### src/upx_pkg.sv
// ----------------------------------------------------------------------------
// upx_pkg
// Shared constants, types and helpers of the power-of-two texture upscaler.
// ----------------------------------------------------------------------------
package upx_pkg;

    localparam int MAX_SIDE   = 128;
    localparam int COORD_W    = $clog2(MAX_SIDE);          // 7
    localparam int SIDE_W     = COORD_W + 1;               // 8
    localparam int LOG_W      = 4;
    localparam int FIX_W      = COORD_W + SIDE_W;          // row * side
    localparam int BANK_AW    = 2 * (COORD_W - 1);         // per-bank address
    localparam int WGT_W      = 2 * SIDE_W;
    localparam int PROD_W     = WGT_W + 8;
    localparam int SUM_W      = PROD_W + 2;

    localparam logic [1:0] REG_SRC_WIDTH  = 2'd0;
    localparam logic [1:0] REG_SRC_HEIGHT = 2'd1;
    localparam logic [1:0] REG_SCALE_MODE = 2'd2;

    localparam logic CMD_LOAD  = 1'b0;
    localparam logic CMD_FETCH = 1'b1;

    localparam logic MODE_NEAREST = 1'b0;

    typedef logic [31:0] upx_pixel_t;   // red in the low byte

    typedef struct packed {
        logic [WGT_W-1:0] wa;
        logic [WGT_W-1:0] wb;
        logic [WGT_W-1:0] wc;
        logic [WGT_W-1:0] wd;
    } upx_wgt_t;

    // clamp a side register to 1..MAX_SIDE
    function automatic logic [SIDE_W-1:0] eff_side(input logic [7:0] v);
        logic [SIDE_W-1:0] r;
        if (v == 8'd0)
            r = SIDE_W'(1);
        else if (32'(v) > MAX_SIDE)
            r = SIDE_W'(MAX_SIDE);
        else
            r = SIDE_W'(v);
        return r;
    endfunction

    // smallest l with 2^l >= v
    function automatic logic [LOG_W-1:0] ceil_log2(input logic [SIDE_W-1:0] v);
        logic [LOG_W-1:0] l;
        l = '0;
        for (int i = 0; i < SIDE_W; i++)
        begin
            if ((SIDE_W+1)'(1 << l) < (SIDE_W+1)'(v))
                l = l + 1'b1;
        end
        return l;
    endfunction

endpackage

### src/upx_lane.sv
// ----------------------------------------------------------------------------
// upx_lane
// One color channel: four weighted taps, then sum, shift and saturate.
// ----------------------------------------------------------------------------
module upx_lane
    import upx_pkg::*;
(
    input  logic             clk,
    input  logic             en,
    input  upx_wgt_t         wgt,
    input  logic [7:0]       pa,
    input  logic [7:0]       pb,
    input  logic [7:0]       pc,
    input  logic [7:0]       pd,
    input  logic [LOG_W:0]   shamt,
    output logic [7:0]       res
);

    logic [PROD_W-1:0] ta_reg, tb_reg, tc_reg, td_reg;
    logic [7:0]        res_reg;
    logic [SUM_W-1:0]  sum;
    logic [SUM_W-1:0]  shifted;
    logic [7:0]        res_next;

    always_comb
    begin
        sum      = SUM_W'(ta_reg) + SUM_W'(tb_reg) + SUM_W'(tc_reg) + SUM_W'(td_reg);
        shifted  = sum >> shamt;
        res_next = (shifted > SUM_W'(255)) ? 8'hFF : shifted[7:0];
    end

    always_ff @(posedge clk)
    begin
        if (en)
        begin
            ta_reg  <= PROD_W'(wgt.wa) * PROD_W'(pa);
            tb_reg  <= PROD_W'(wgt.wb) * PROD_W'(pb);
            tc_reg  <= PROD_W'(wgt.wc) * PROD_W'(pc);
            td_reg  <= PROD_W'(wgt.wd) * PROD_W'(pd);
            res_reg <= res_next;
        end
    end

    assign res = res_reg;

endmodule

### config.mk
export PLATFORM = sky130hd
export DESIGN_NAME = upx_lane
export DESIGN_NICKNAME = d
export VERILOG_FILES = /design/src/upx_pkg.sv /design/src/upx_lane.sv
export SDC_FILE = /design/constraint.sdc
export NUM_CORES = 1
export LEC_CHECK = 0
export BUFFER_PORTS_ARGS = -buffer_cell sky130_fd_sc_hd__buf_2
export CORE_MARGIN = 4
export CORE_UTILIZATION = 65
export CTS_CLUSTER_SIZE = 24
export DETAILED_ROUTE_END_ITERATION = 10
export PLACE_DENSITY = 0.89
export SLEW_MARGIN = 10
export SYNTH_ARGS = -nofsm -noshare
export SYNTH_HDL_FRONTEND = slang
export SYNTH_SLANG_ARGS = --single-unit
### constraint.sdc
create_clock -name clk -period 7.9 [get_ports clk]
set_input_delay 1.975 -clock clk [delete_from_list [all_inputs] [get_ports clk]]
set_output_delay 1.975 -clock clk [all_outputs]
set_load 0.03 [all_outputs]
==> run metrics <==
Max-slew headroom=roughly 40%; ys flop type=edfxtp_1; total grt overflow=0; Mapped Area=roughly 0.023 sq mm; Worst Path Required=~8000 ps; Die ar.=between 0.03 and 0.04 sq mm; fin crit period=6780 ps; Synth Area in Simple Gates=roughly 19%; largest net degree at the start of global routing=73; post-synthesis async set-or-reset flop share=0%; initial antenna violation count=0; Hold Fails Final Rpt=0; Routed WL=roughly 54 mm; most common cell after layout, fill and taps aside=fa_1; Chip Width=195 microns; combined area of the multi-input logic cells=around 0.018 sq mm; CTS sink count=around 100; PortBufs=110; Slew @ Worst Pin=~900 ps; Synth Area in XOR/XNOR=under 10%; Worst setup SP type=primary input; final setup violation count=0; CTS Buffer Depth=2; Max Cap Violations=0; dpl hpwl=between 40 and 50 mm; average size of a mapped cell=between 9 and 10 sq um; Area Growth Syn to Fin=5.03%; CP endpoint kind=flop; DRT iter0 DRCs=roughly 1,700; die height=about 200 microns; total global routing track utilization=around 29%; sequential area share after synthesis=a little over an eighth; clock slew at reported path FFs=80 ps; register area=0.00312 sq mm; RR Startpoint=ta_reg[1]; worst-skew pair later-pin latency=360 ps; layout cells sized above 1=slightly below 7%; GPL Wtd Cong=slightly below 1; Initial Utilization=between 60% and 70%; final worst slack=roughly 1100 ps; DR vias=between 15,000 and 20,000; drt first pass iters=8; Final nets=3,171; hold_sp=td_reg[0]; EDFF count, synth=104; syn nets=slightly above 3,000; Setup CP Type=primary input to flop; CP Data Arrival Time=6910 ps; status=finished, final reports clean; Compound-Gate Fraction of Synth Area=around a tenth; Worst R2R Setup Slack=2100 ps; Cells on Worst Hold Path=5; post-synth cell types=88; Post-CTS Resized=0; post-synthesis mux area share=between 2 and 2.5%; setup tns final=0 ps; RSZ-0062 raised after global routing=false; CTS tree=done; Yosys Warn Count=0; first-pass GRT wire length=around 91 mm; TritonCTS buffer count=9; number of fillers in the final layout=2,590; Worst Skew=approximately 6.6 ps; fmax=approximately 0.15 GHz; IO Pins=around 110; most frequent cells in the layout=384 x fa_1, 377 x inv_1, 329 x nand2_1; DR WL/cell=18.3 microns; period utilisation layout=85.9%; reg2reg end=res[4]; largest family of logic cells by synthesized area=adder cells; H-tree levels=3; Setup Buffers After CTS=0; number of global-route vias before repair=around 19,000; Crit. Startpoint=pc[2]; Worst Hold Path EP=res[0]; CORE AREA=about 0.035 sq mm; Post-CTS Hold Buffers=0; Diodes inserted=0; reg2reg path depth=16; pre-CTS WS=roughly 800 ps; CP Max Fanout=16; DRT antenna net count=0; root buffer cell=clkbuf_16; Post-Synth Adder-Cell Area=44.9%; Final Max Tran Viols=0; cell count after synthesis=2,425; vias per cell=roughly 6; drc violations=0; Rows=just under 70; Hold WC Path Type=flop to flop; synthesized flop and latch total=104
==> final cells by class <==
type / instances / share of cell area, %
clock inverter: 7 / 0.215
tap: 455 / 2.39
inverter: 380 / 5.98
sequential: 104 / 13.1
multi-input combinational: 1876 / 75.0
timing repair buffer: 112 / 2.38
clock buffer: 9 / 0.944
==> metrics by stage <==
stage	hold WS [ps]	instance area [sq um]	cells	util, %
after floorplan	1130	22700	2425	-
after global placement	1270	23600	2927	68.3
after detailed placement	1280	23600	2927	68.3
after CTS	1310	23900	2943	69.1
after global routing	1350	23900	2943	69.1
final	1290	23900	2943	69.1
==> critical path, cell delays in order <==
cell,delay (ps)
buf_2,200
and2_1,220
fa_1,430
fa_1,480
inv_1,50
fa_1,520
inv_1,50
fa_1,440
ha_1,330
o21ai_0,150
a21boi_0,190
o21ai_0,310
a21oi_1,170
a211oi_1,300
nor3_1,120
o31ai_1,420
mux2i_1,130
a2111oi_0,430
==> cell usage after synthesis (15+ instances only) <==
cell type / n / area share [%]
a211oi_1: 24 / 0.79
a21o_1: 26 / 0.86
a21oi_1: 74 / 1.6
a31oi_1: 16 / 0.44
and2_1: 266 / 7.3
and3_1: 15 / 0.41
clkbuf_1: 51 / 0.84
edfxtp_1: 104 / 14
fa_1: 384 / 34
ha_1: 201 / 11
inv_1: 377 / 6.2
mux2i_1: 24 / 1.1
nand2_1: 329 / 5.4
nand3_1: 24 / 0.53
nor2_1: 98 / 1.6
nor2b_1: 17 / 0.47
nor3_1: 38 / 0.84
o21a_1: 15 / 0.50
o21ai_0: 51 / 1.1
or3_1: 22 / 0.61
xnor2_1: 58 / 2.2
xor2_1: 20 / 0.77
==> per-layer routing <==
layer,vias to the layer above,global-route usage [%],routed length [microns]
met1,8813,37.3,20800
met5,-,0,0
met3,167,4.16,3650
met4,0,10.5,2140
li1,8020,-,-
met2,732,50.4,27300
==> worst max-delay path by stage <==
stage,end,depth (start not counted)
after global placement,ta_reg[22],17
after floorplan,ta_reg[22],17
after detailed placement,tc_reg[23],18
final,tc_reg[23],18
after CTS,tc_reg[23],18
after global routing,tc_reg[23],18
==> logic make-up after synthesis <==
family | Yosys count
AO/OA/AOI/OAI | 324
adder cells (fa/ha/maj) | 585
XOR/XNOR | 78
flip-flops | 104
AND/OR/NAND/NOR | 849
buffers and inverters | 445
multiplexers | 40
Power is left out: the tool's default activity adds up to more than one toggle a clock period on the data nets, which glitch-free logic cannot reach.
